<file path="src/rtl/adst_pkg.sv">
// shared constants and helpers for the ack delay signal tracker
// no dependencies
package adst_pkg;
	localparam int TIME_FRAC_BITS  = 16;
	localparam int RATIO_FRAC_BITS = 16;
	localparam int FAST_SHIFT      = 3;
	localparam int SLOW_SHIFT      = 8;
	localparam int TW = 48;
	localparam logic [47:0] M48 = 48'hFFFF_FFFF_FFFF;
	// divider request
	typedef struct packed {
		logic        start;
		logic [47:0] num;
		logic [47:0] den;
		logic [32:0] limit;
	} div_req_t;
	typedef struct packed {
		logic        done;
		logic [32:0] res;
	} div_rsp_t;
endpackage

</file>
<file path="src/rtl/adst_div.sv">
// shared restoring divider: min(floor(num*2^R/den), limit), one bit per cycle
// depends on adst_pkg
module adst_div #(
	parameter int RATIO_FRAC_BITS = adst_pkg::RATIO_FRAC_BITS
) (
	input  logic              clk,
	input  logic              arst_n,
	input  adst_pkg::div_req_t req,
	output adst_pkg::div_rsp_t rsp
);
	localparam int NB = 48 + RATIO_FRAC_BITS;
	localparam int CW = $clog2(NB + 1);
	logic [NB-1:0] n_q;
	logic [48:0]   r_q;
	logic [NB-1:0] quo_q;
	logic [47:0]   d_q;
	logic [32:0]   lim_q;
	logic [CW-1:0] cnt_q;
	logic          busy_q, done_q;
	logic [48:0]   r_sh;
	logic [NB-1:0] quo_n;
	assign r_sh = {r_q[47:0], n_q[NB-1]};
	always_comb begin
		quo_n = {quo_q[NB-2:0], 1'b0};
		if (r_sh >= {1'b0, d_q}) quo_n[0] = 1'b1;
	end
	always_ff @(posedge clk or negedge arst_n) begin
		if (!arst_n) begin
			busy_q <= 1'b0;
			done_q <= 1'b0;
			cnt_q  <= '0;
		end else begin
			done_q <= 1'b0;
			if (req.start) begin
				busy_q <= 1'b1;
				cnt_q  <= CW'(NB);
			end else if (busy_q) begin
				cnt_q <= cnt_q - CW'(1);
				if (cnt_q == CW'(1)) begin
					busy_q <= 1'b0;
					done_q <= 1'b1;
				end
			end
		end
	end
	always_ff @(posedge clk) begin
		if (req.start) begin
			n_q   <= {req.num, {RATIO_FRAC_BITS{1'b0}}};
			r_q   <= '0;
			quo_q <= '0;
			d_q   <= req.den;
			lim_q <= req.limit;
		end else if (busy_q) begin
			n_q   <= {n_q[NB-2:0], 1'b0};
			quo_q <= quo_n;
			r_q   <= quo_n[0] ? r_sh - {1'b0, d_q} : r_sh;
		end
	end
	assign rsp.done = done_q;
	assign rsp.res  = (quo_q > NB'(lim_q)) ? lim_q : quo_q[32:0];
endmodule

</file>
<file path="src/rtl/adst_mul.sv">
// shared multiplier, 48 x 16, registered, saturating to 48 bits
// depends on adst_pkg
module adst_mul (
	input  logic        clk,
	input  logic [47:0] a,
	input  logic [15:0] b,
	output logic [47:0] p
);
	logic [63:0] prod;
	assign prod = 64'(a) * 64'(b);
	always_ff @(posedge clk) begin
		p <= (prod[63:48] != '0) ? adst_pkg::M48 : prod[47:0];
	end
endmodule

</file>
<file path="src/rtl/ack_delay_signal_tracker.sv">
// ack delay signal tracker top level: sequencer, state and result register
// depends on adst_pkg, adst_div, adst_mul
// One acknowledged item is taken at a time and in_ready stays low while it is worked on.
// An item of another flow is dropped in the check state and the block returns to idle.
// The first tracked item seeds the RTT state; it passes CHK, MUL1, MUL1W, PEN and OUT.
// Every later item passes CHK, MUL1, MUL1W, PEN, UPD, MUL2, MUL2W, DIV1, DIV1W, DIV2,
// DIV2W and OUT, with two passes through the shared restoring divider, which retires
// one quotient bit per cycle; a pass is skipped when its divisor is zero. Products go
// through one shared registered multiplier. The result sits in an output register, so
// the next item is taken while the previous result waits; a further result holds in the
// last step until that register is free. The tracked flow id (own_q) is written through
// cfg while idle.
module ack_delay_signal_tracker #(
	parameter int TIME_FRAC_BITS  = adst_pkg::TIME_FRAC_BITS,
	parameter int RATIO_FRAC_BITS = adst_pkg::RATIO_FRAC_BITS,
	parameter int FAST_SHIFT      = adst_pkg::FAST_SHIFT,
	parameter int SLOW_SHIFT      = adst_pkg::SLOW_SHIFT
) (
	input  logic        clk,
	input  logic        arst_n,
	input  logic        cfg_valid,
	output logic        cfg_ready,
	input  logic [15:0] cfg_data,
	input  logic        in_valid,
	output logic        in_ready,
	input  logic [15:0] pkt_flow_id,
	input  logic [30:0] seq_num,
	input  logic signed [31:0] peak_ack,
	input  logic [31:0] sent_tick,
	input  logic [31:0] recv_tick,
	output logic        out_valid,
	input  logic        out_ready,
	output logic signed [47:0] send_gap_ewma,
	output logic [47:0] recv_gap_ewma,
	output logic [47:0] slow_recv_gap_ewma,
	output logic [31:0] rtt_scale,
	output logic [47:0] rtt_excess,
	output logic [47:0] queue_delay,
	output logic signed [31:0] send_recv_ratio,
	output logic        seeded_only
);
	localparam logic [3:0] ST_IDLE = 4'd0, ST_CHK = 4'd1, ST_MUL1 = 4'd2, ST_MUL1W = 4'd3,
		ST_PEN = 4'd4, ST_UPD = 4'd5, ST_MUL2 = 4'd6, ST_MUL2W = 4'd7, ST_DIV1 = 4'd8,
		ST_DIV1W = 4'd9, ST_DIV2 = 4'd10, ST_DIV2W = 4'd11, ST_OUT = 4'd12;
	localparam logic [47:0] SMAX = 48'h7FFF_FFFF_FFFF;

	logic [3:0] st_q;
	logic [15:0] own_q;
	logic seeded_q;
	// latched item
	logic [15:0] flow_q;
	logic [30:0] seq_q;
	logic signed [31:0] la_q;
	logic [31:0] ts_q, tr_q;
	// tracker state
	logic [31:0] pst_q, prt_q;
	logic [47:0] minr_q, srtt_q, rgap_q, srgap_q;
	logic signed [47:0] sgap_q;
	logic [47:0] d_excess_q, d_qdel_q;
	logic [31:0] d_ratio_q, d_sr_q;
	// work registers
	logic [47:0] rq_q, pen_q, mul_a;
	logic [15:0] outst_q, mul_b;
	logic [47:0] mul_p;
	logic neg_q;
	// output register
	logic ov_q, seed_out_q;

	adst_pkg::div_req_t dreq;
	adst_pkg::div_rsp_t drsp;

	adst_div #(.RATIO_FRAC_BITS(RATIO_FRAC_BITS)) u_div (
		.clk(clk), .arst_n(arst_n), .req(dreq), .rsp(drsp));
	adst_mul u_mul (.clk(clk), .a(mul_a), .b(mul_b), .p(mul_p));

	// rtt and outstanding count from the latched item
	logic [31:0] rtt_raw;
	logic [47:0] rq_c;
	logic signed [32:0] od;
	logic [15:0] outst_c;
	assign rtt_raw = tr_q - ts_q;
	assign rq_c = (rtt_raw >> (48 - TIME_FRAC_BITS)) != '0 ? adst_pkg::M48
		: 48'(64'(rtt_raw) << TIME_FRAC_BITS);
	assign od = 33'(signed'({1'b0, seq_q})) - 33'(la_q);
	assign outst_c = (od <= 0) ? 16'd1 : (od > 33'sd65535 ? 16'hFFFF : od[15:0]);

	// penalized rtt
	logic [48:0] pen_sum;
	logic [47:0] rtt_pen;
	assign pen_sum = {1'b0, rq_q} + {1'b0, mul_p};
	assign rtt_pen = pen_sum[48] ? adst_pkg::M48 : pen_sum[47:0];

	// gaps
	logic [31:0] sd, rg;
	logic signed [47:0] sx, sdiff, snew;
	logic signed [49:0] sfl, ssum;
	logic [47:0] rx;
	assign sd = ts_q - pst_q;
	assign rg = tr_q - prt_q;
	// sign extended 32-bit gap scaled stays in 48 bits when TIME_FRAC_BITS <= 16
	assign sx = (TIME_FRAC_BITS > 16) ?
		((signed'(sd) >>> (47 - TIME_FRAC_BITS)) > 0 ? signed'(SMAX) :
		 (signed'(sd) >>> (47 - TIME_FRAC_BITS)) < -1 ? signed'(~SMAX) :
		 48'(64'(signed'(sd)) <<< TIME_FRAC_BITS))
		: 48'(64'(signed'(sd)) <<< TIME_FRAC_BITS);
	assign rx = (rg >> (48 - TIME_FRAC_BITS)) != '0 ? adst_pkg::M48
		: 48'(64'(rg) << TIME_FRAC_BITS);
	assign sfl = (50'(sx) - 50'(sgap_q)) >>> FAST_SHIFT;
	assign ssum = 50'(sgap_q) + sfl;
	assign snew = ssum > 50'(signed'(SMAX)) ? signed'(SMAX)
		: (ssum < -50'sh800000000000 ? signed'(~SMAX) : ssum[47:0]);

	function automatic logic [47:0] ewma_u(input logic [47:0] avg, input logic [47:0] x,
			input int s);
		logic signed [49:0] d, r;
		begin
			// signed difference, so the shift floors toward minus infinity
			d = signed'(50'(x) - 50'(avg));
			d = d >>> s;
			r = 50'(avg) + d;
			ewma_u = r < 0 ? 48'd0 : r[47:0];
		end
	endfunction

	logic [47:0] rnew, srnew, srtt_new, min_new;
	assign rnew = ewma_u(rgap_q, rx, FAST_SHIFT);
	assign srnew = ewma_u(srgap_q, rx, SLOW_SHIFT);
	assign srtt_new = ewma_u(srtt_q, rq_q, FAST_SHIFT);
	assign min_new = rtt_pen < minr_q ? rtt_pen : minr_q;

	assign cfg_ready = (st_q == ST_IDLE);
	assign in_ready  = (st_q == ST_IDLE);

	always_comb begin
		mul_a = pen_q;
		mul_b = outst_q - 16'd1;
		if (st_q == ST_MUL2 || st_q == ST_MUL2W) begin
			mul_a = rgap_q;
			mul_b = outst_q;
		end
		dreq.start = 1'b0;
		dreq.num = pen_q;
		dreq.den = minr_q;
		dreq.limit = 33'hFFFF_FFFF;
		if (st_q == ST_DIV1) dreq.start = minr_q != '0;
		if (st_q == ST_DIV2) begin
			dreq.start = rgap_q != '0;
			dreq.num = neg_q ? 48'(-sgap_q) : sgap_q;
			dreq.den = rgap_q;
			dreq.limit = neg_q ? 33'h8000_0000 : 33'h7FFF_FFFF;
		end
	end

	always_ff @(posedge clk or negedge arst_n) begin
		if (!arst_n) begin
			st_q <= ST_IDLE;
			own_q <= '0;
			seeded_q <= 1'b0;
			ov_q <= 1'b0;
			pst_q <= '0; prt_q <= '0;
			minr_q <= '0; srtt_q <= '0; rgap_q <= '0; srgap_q <= '0; sgap_q <= '0;
			d_ratio_q <= '0; d_excess_q <= '0; d_qdel_q <= '0; d_sr_q <= '0;
		end else begin
			// output register loads in the last step, empties on acceptance
			if (st_q == ST_OUT && (!ov_q || out_ready)) ov_q <= 1'b1;
			else if (out_ready) ov_q <= 1'b0;
			case (st_q)
				ST_IDLE: begin
					if (cfg_valid) own_q <= cfg_data;
					if (in_valid) st_q <= ST_CHK;
				end
				ST_CHK: begin
					st_q <= (flow_q == own_q) ? ST_MUL1 : ST_IDLE;
				end
				ST_MUL1: st_q <= ST_MUL1W;
				ST_MUL1W: st_q <= ST_PEN;
				ST_PEN: begin
					if (!seeded_q) begin
						pst_q <= ts_q; prt_q <= tr_q;
						minr_q <= rtt_pen; srtt_q <= rtt_pen;
						seeded_q <= 1'b1;
						st_q <= ST_OUT;
					end else st_q <= ST_UPD;
				end
				ST_UPD: begin
					sgap_q <= snew; rgap_q <= rnew; srgap_q <= srnew;
					pst_q <= ts_q; prt_q <= tr_q;
					srtt_q <= srtt_new; minr_q <= min_new;
					d_excess_q <= pen_q - min_new;
					st_q <= ST_MUL2;
				end
				ST_MUL2: st_q <= ST_MUL2W;
				ST_MUL2W: begin
					d_qdel_q <= mul_p;
					st_q <= ST_DIV1;
				end
				ST_DIV1: begin
					d_ratio_q <= 32'hFFFF_FFFF;
					st_q <= (minr_q != '0) ? ST_DIV1W : ST_DIV2;
				end
				ST_DIV1W: if (drsp.done) begin
					d_ratio_q <= drsp.res[31:0];
					st_q <= ST_DIV2;
				end
				ST_DIV2: begin
					d_sr_q <= neg_q ? 32'h8000_0000 : 32'h7FFF_FFFF;
					st_q <= (rgap_q != '0) ? ST_DIV2W : ST_OUT;
				end
				ST_DIV2W: if (drsp.done) begin
					d_sr_q <= neg_q ? 32'(33'h1_0000_0000 - drsp.res) : drsp.res[31:0];
					st_q <= ST_OUT;
				end
				ST_OUT: begin
					// wait until the output register is free
					if (!ov_q || out_ready) st_q <= ST_IDLE;
				end
				default: st_q <= ST_IDLE;
			endcase
		end
	end

	always_ff @(posedge clk) begin
		if (st_q == ST_IDLE && in_valid) begin
			flow_q <= pkt_flow_id; seq_q <= seq_num; la_q <= peak_ack;
			ts_q <= sent_tick; tr_q <= recv_tick;
		end
		if (st_q == ST_CHK) begin
			rq_q <= rq_c;
			pen_q <= seeded_q ? srtt_q : rq_c;
			outst_q <= outst_c;
		end
		if (st_q == ST_PEN) pen_q <= rtt_pen;
		if (st_q == ST_UPD) neg_q <= snew < 0;
		if (st_q == ST_PEN) seed_out_q <= !seeded_q;
		if (st_q == ST_OUT && (!ov_q || out_ready)) begin
			send_gap_ewma <= sgap_q; recv_gap_ewma <= rgap_q;
			slow_recv_gap_ewma <= srgap_q; rtt_scale <= d_ratio_q;
			rtt_excess <= d_excess_q; queue_delay <= d_qdel_q;
			send_recv_ratio <= d_sr_q; seeded_only <= seed_out_q;
		end
	end
	assign out_valid = ov_q;
endmodule

</file>
<file path="config.mk">
export PLATFORM = sky130hd
export DESIGN_NAME = ack_delay_signal_tracker
export DESIGN_NICKNAME = d
export VERILOG_FILES = /design/src/rtl/adst_pkg.sv /design/src/rtl/adst_div.sv /design/src/rtl/adst_mul.sv /design/src/rtl/ack_delay_signal_tracker.sv
export SDC_FILE = /design/constraint.sdc
export NUM_CORES = 2
export LEC_CHECK = 0
export ABC_AREA = 1
export BUFFER_PORTS_ARGS = -buffer_cell sky130_fd_sc_hd__buf_2
export CAP_MARGIN = 20
export CORE_UTILIZATION = 46
export CTS_CLUSTER_DIAMETER = 200
export DETAILED_ROUTE_END_ITERATION = 10
export PLACE_DENSITY_LB_ADDON = 0.12
export SLEW_MARGIN = 15
export SYNTH_ARGS = -nofsm -noshare
export SYNTH_HDL_FRONTEND = slang
export SYNTH_SLANG_ARGS = --single-unit
</file>
<file path="constraint.sdc">
create_clock -name clk -period 15.2 [get_ports clk]
set_input_delay 3.04 -clock clk [delete_from_list [all_inputs] [get_ports clk]]
set_output_delay 3.04 -clock clk [all_outputs]
set_load 0.01 [all_outputs]
</file>
==> metrics.txt <==
die area=0.2417 mm^2; final worst setup slack=3.902 ns; CTS Hold Bufs=0; GRT busiest layer=met2; Leakage Power=57.95 nW; P_int=5.873 mW; Post-layout nets=15861; Die Wd=491.6 um; CTS tree=done; RSZ-0062 raised after global routing=false; Data arrival, critical path=11.95 ns; Tot GR Track Use=35.51%; P&R area growth vs syn=10.43%; DR vias=99706; Max H-tree Level=4; status=finished, violations left; Detailed Routing Iterations Pass 1=10; io pins=472; placed insts=17269; Hold Crit Start=d_qdel_q[0]$_DFFE_PN0P_; Via density=5.668; final setup skew=0.07644 ns; sw power=1.744 mW; row count=179; Post-DRT Antenna Nets=0; Area contributors post-synth=edfxtp_1 (18%), fa_1 (12%), dfrtp_1 (11%), nand2_1 (9.7%), ha_1 (9.0%); R2R depth=33; max-cap violations=0; reg2reg setup slack=3.90 ns; TritonCTS Buffers=151; worst hold stages=0; Synth cell types=86; Setup TNS=0 ns; Tcrit/Tclk final=74.33%; Cell Area, Placed=0.1164 mm^2; commonest non-fill, non-tap cell in the layout=nand2_1; pre-CTS setup slack=4.139 ns; Non-Filler Instances=17592; root buf cell=clkbuf_16; worst hold path class=reg2reg; CP max FO=56; Peak Freq=88.51 MHz; Power Dens Cells=62.55 mW/mm^2; # Post-CTS Setup Buffers=0; Setup CP Type=reg2reg; largest net degree at the start of global routing=200; Endpoint, Worst Hold=queue_delay[0]$_DFFE_PP_; final hold vios=0; met1 Usage GRT=44.07%; Worst Path Required=15.86 ns; Synth top area share=17.54%; Mapped Avg Cell Area=7.961 um^2; Starting Density=46.32%; M3 GR Usage=6.736%; number of synthesized flops with an enable pin=644; failing checks=DRC; drt wl/cell=24.72 um; number of global-route vias before repair=99163; Fill cells=23152; Die H=491.6 um; Worst path slowest cell=inv_2; CTS max path bufs=3; reg2reg start=st_q[2]$_DFFE_PN0P_; drt drc=72; Core Util, Final=51.15%; met2 usage=58.97%; first-pass GRT wire length=638600 um; multi-input logic area=0.06546 mm^2; Sw Share=22.89%; actual slew at the worst max-slew pin=1.242 ns; Finished Cell Area=0.1218 mm^2; sequential cell area fraction in the yosys report=31.68%; Mapped Nets=15457; clock power share=51.2%; DP HPWL=349100 um; cell taking the most area after synthesis=edfxtp_1; sequential cell fraction of total power=48.1%; min cycle time layout=11.30 ns; Peak VDD IR=0.08012 mV; synthesized area=0.1103 mm^2; ys flop type=edfxtp_1; Comb power frac=0.7%; relative slew slack=16.09%; yosys warns=0; setup violators final=0; Post-synth ARST share=38.11%; cell mode on critical path=fa_1; routability cong.=1.028; Routed WL=434900 um; clock slew at reported path FFs=0.06 ns; Clk Latency, worst-skew pair=0.87 ns; nature of the critical path startpoint=register; CORE AREA=0.2381 mm^2; Reg2Reg Capture Point=u_mul.p[39]$_SDFF_PP1_; slowest stage delay, CP=1.03 ns; crit end category=register; post-cts resize count=0; Slew Viols, Final=0; Clock Sink Count=1299; most frequent cells in the layout=nand2_1 (2848), inv_1 (2193), nor2_1 (1371); 1st-iter DRT viols=8829; initial antenna violation count=38; Post-Synthesis Cells=13852; total grt overflow=0; Reg area=0.03493 mm^2; # port buffers=471; Synth Register Bits=1299; share of post-route cells with drive strength above 1=8.084%
==> worst max-delay path by stage <==
stage,start,to,slack (ns)
finish,st_q[2]$_DFFE_PN0P_,u_mul.p[39]$_SDFF_PP1_,3.90
global route,st_q[2]$_DFFE_PN0P_,u_mul.p[39]$_SDFF_PP1_,3.43
CTS,st_q[2]$_DFFE_PN0P_,u_mul.p[39]$_SDFF_PP1_,4.08
detailed placement,st_q[2]$_DFFE_PN0P_,u_mul.p[39]$_SDFF_PP1_,4.14
global placement,st_q[2]$_DFFE_PN0P_,u_mul.p[39]$_SDFF_PP1_,4.30
floorplan,in_valid,flow_q[0]$_DFFE_PP_,1.68
==> through the flow <==
stage	total power, mW	hold slack (ns)
6_report	7.616	0.4098
5_1_grt	7.803	0.4130
4_1_cts	7.681	0.4017
3_5_place_dp	3.793	0.4300
3_3_place_gp	3.792	0.4315
2_1_floorplan	3.739	0.4003
==> final cells by class <==
type / instances / share of cell area (%)
timing repair buffer: 627 / 2.965
clock buffer: 188 / 3.317
clock inverter: 95 / 1.034
multi-input combinational: 9941 / 53.76
antenna: 39 / 0.08015
tap: 3167 / 3.254
inverter: 2236 / 6.906
sequential: 1299 / 28.68
==> synth_stat cells, types with 76 or more instances <==
| master | count |
|---|---|
| a31oi_1 | 154 |
| o21ai_0 | 912 |
| edfxtp_1 | 644 |
| dfrtp_1 | 495 |
| nor3_1 | 102 |
| nor4_1 | 76 |
| a21oi_1 | 1045 |
| dfxtp_1 | 160 |
| xnor2_1 | 198 |
| ha_1 | 789 |
| fa_1 | 652 |
| clkbuf_1 | 281 |
| nand2_1 | 2850 |
| nand4_1 | 106 |
| o22ai_1 | 122 |
| inv_1 | 2196 |
| xor2_1 | 341 |
| nand3_1 | 403 |
| nor2_1 | 1378 |
==> power groups by stage <==
stage / clock, mW / combinational (mW) / sequential [mW]
global placement: 0 / 0.0538 / 3.74
detailed placement: 0 / 0.0551 / 3.74
global route: 4.08 / 0.0596 / 3.66
finish: 3.90 / 0.0527 / 3.67
floorplan: 0 / 0.000153 / 3.74
CTS: 3.96 / 0.0553 / 3.67
==> cell families after synthesis <==
group | Yosys count | synth area share, %
DFF | 1299 | 31.68
and+or+nand+nor | 5100 | 18.96
adders and majority gates | 1441 | 20.79
xor gates and xnor gates | 543 | 4.350
buffers and inverters | 2612 | 9.110
AOI/OAI and AO/OA | 2848 | 15.02
muxes | 9 | 0.09191
==> registers in the layout, indices dropped and copies added (netlist names), 48 cells and up <==
| register | count |
|---|---|
| u_div.quo_q | 64 |
| send_gap_ewma | 48 |
| srtt_q | 48 |
| pen_q | 48 |
| queue_delay | 48 |
| minr_q | 48 |
| u_div.r_q | 48 |
| rgap_q | 48 |
| u_mul.p | 48 |
| u_div.d_q | 48 |
| slow_recv_gap_ewma | 48 |
| srgap_q | 48 |
| d_qdel_q | 48 |
| sgap_q | 48 |
| rtt_excess | 48 |
| recv_gap_ewma | 48 |
| d_excess_q | 48 |
| u_div.n_q | 48 |
==> per-layer routing <==
metal,up-vias,wire length [um]
li1,46237,-
met1,48657,172900
met2,3904,204700
met3,896,32740
met4,12,24370
met5,-,80
==> worst max-delay path: cells and delay by family, from the launching register on <==
family,cells,cell delay (ns)
compound gates,5,1.48
xor+xnor,1,0.16
fa+ha+maj,7,3.42
buf+inv,9,2.56
flops,1,0.43
simple gates,11,3.02
Power figures use the tool's default switching activity.
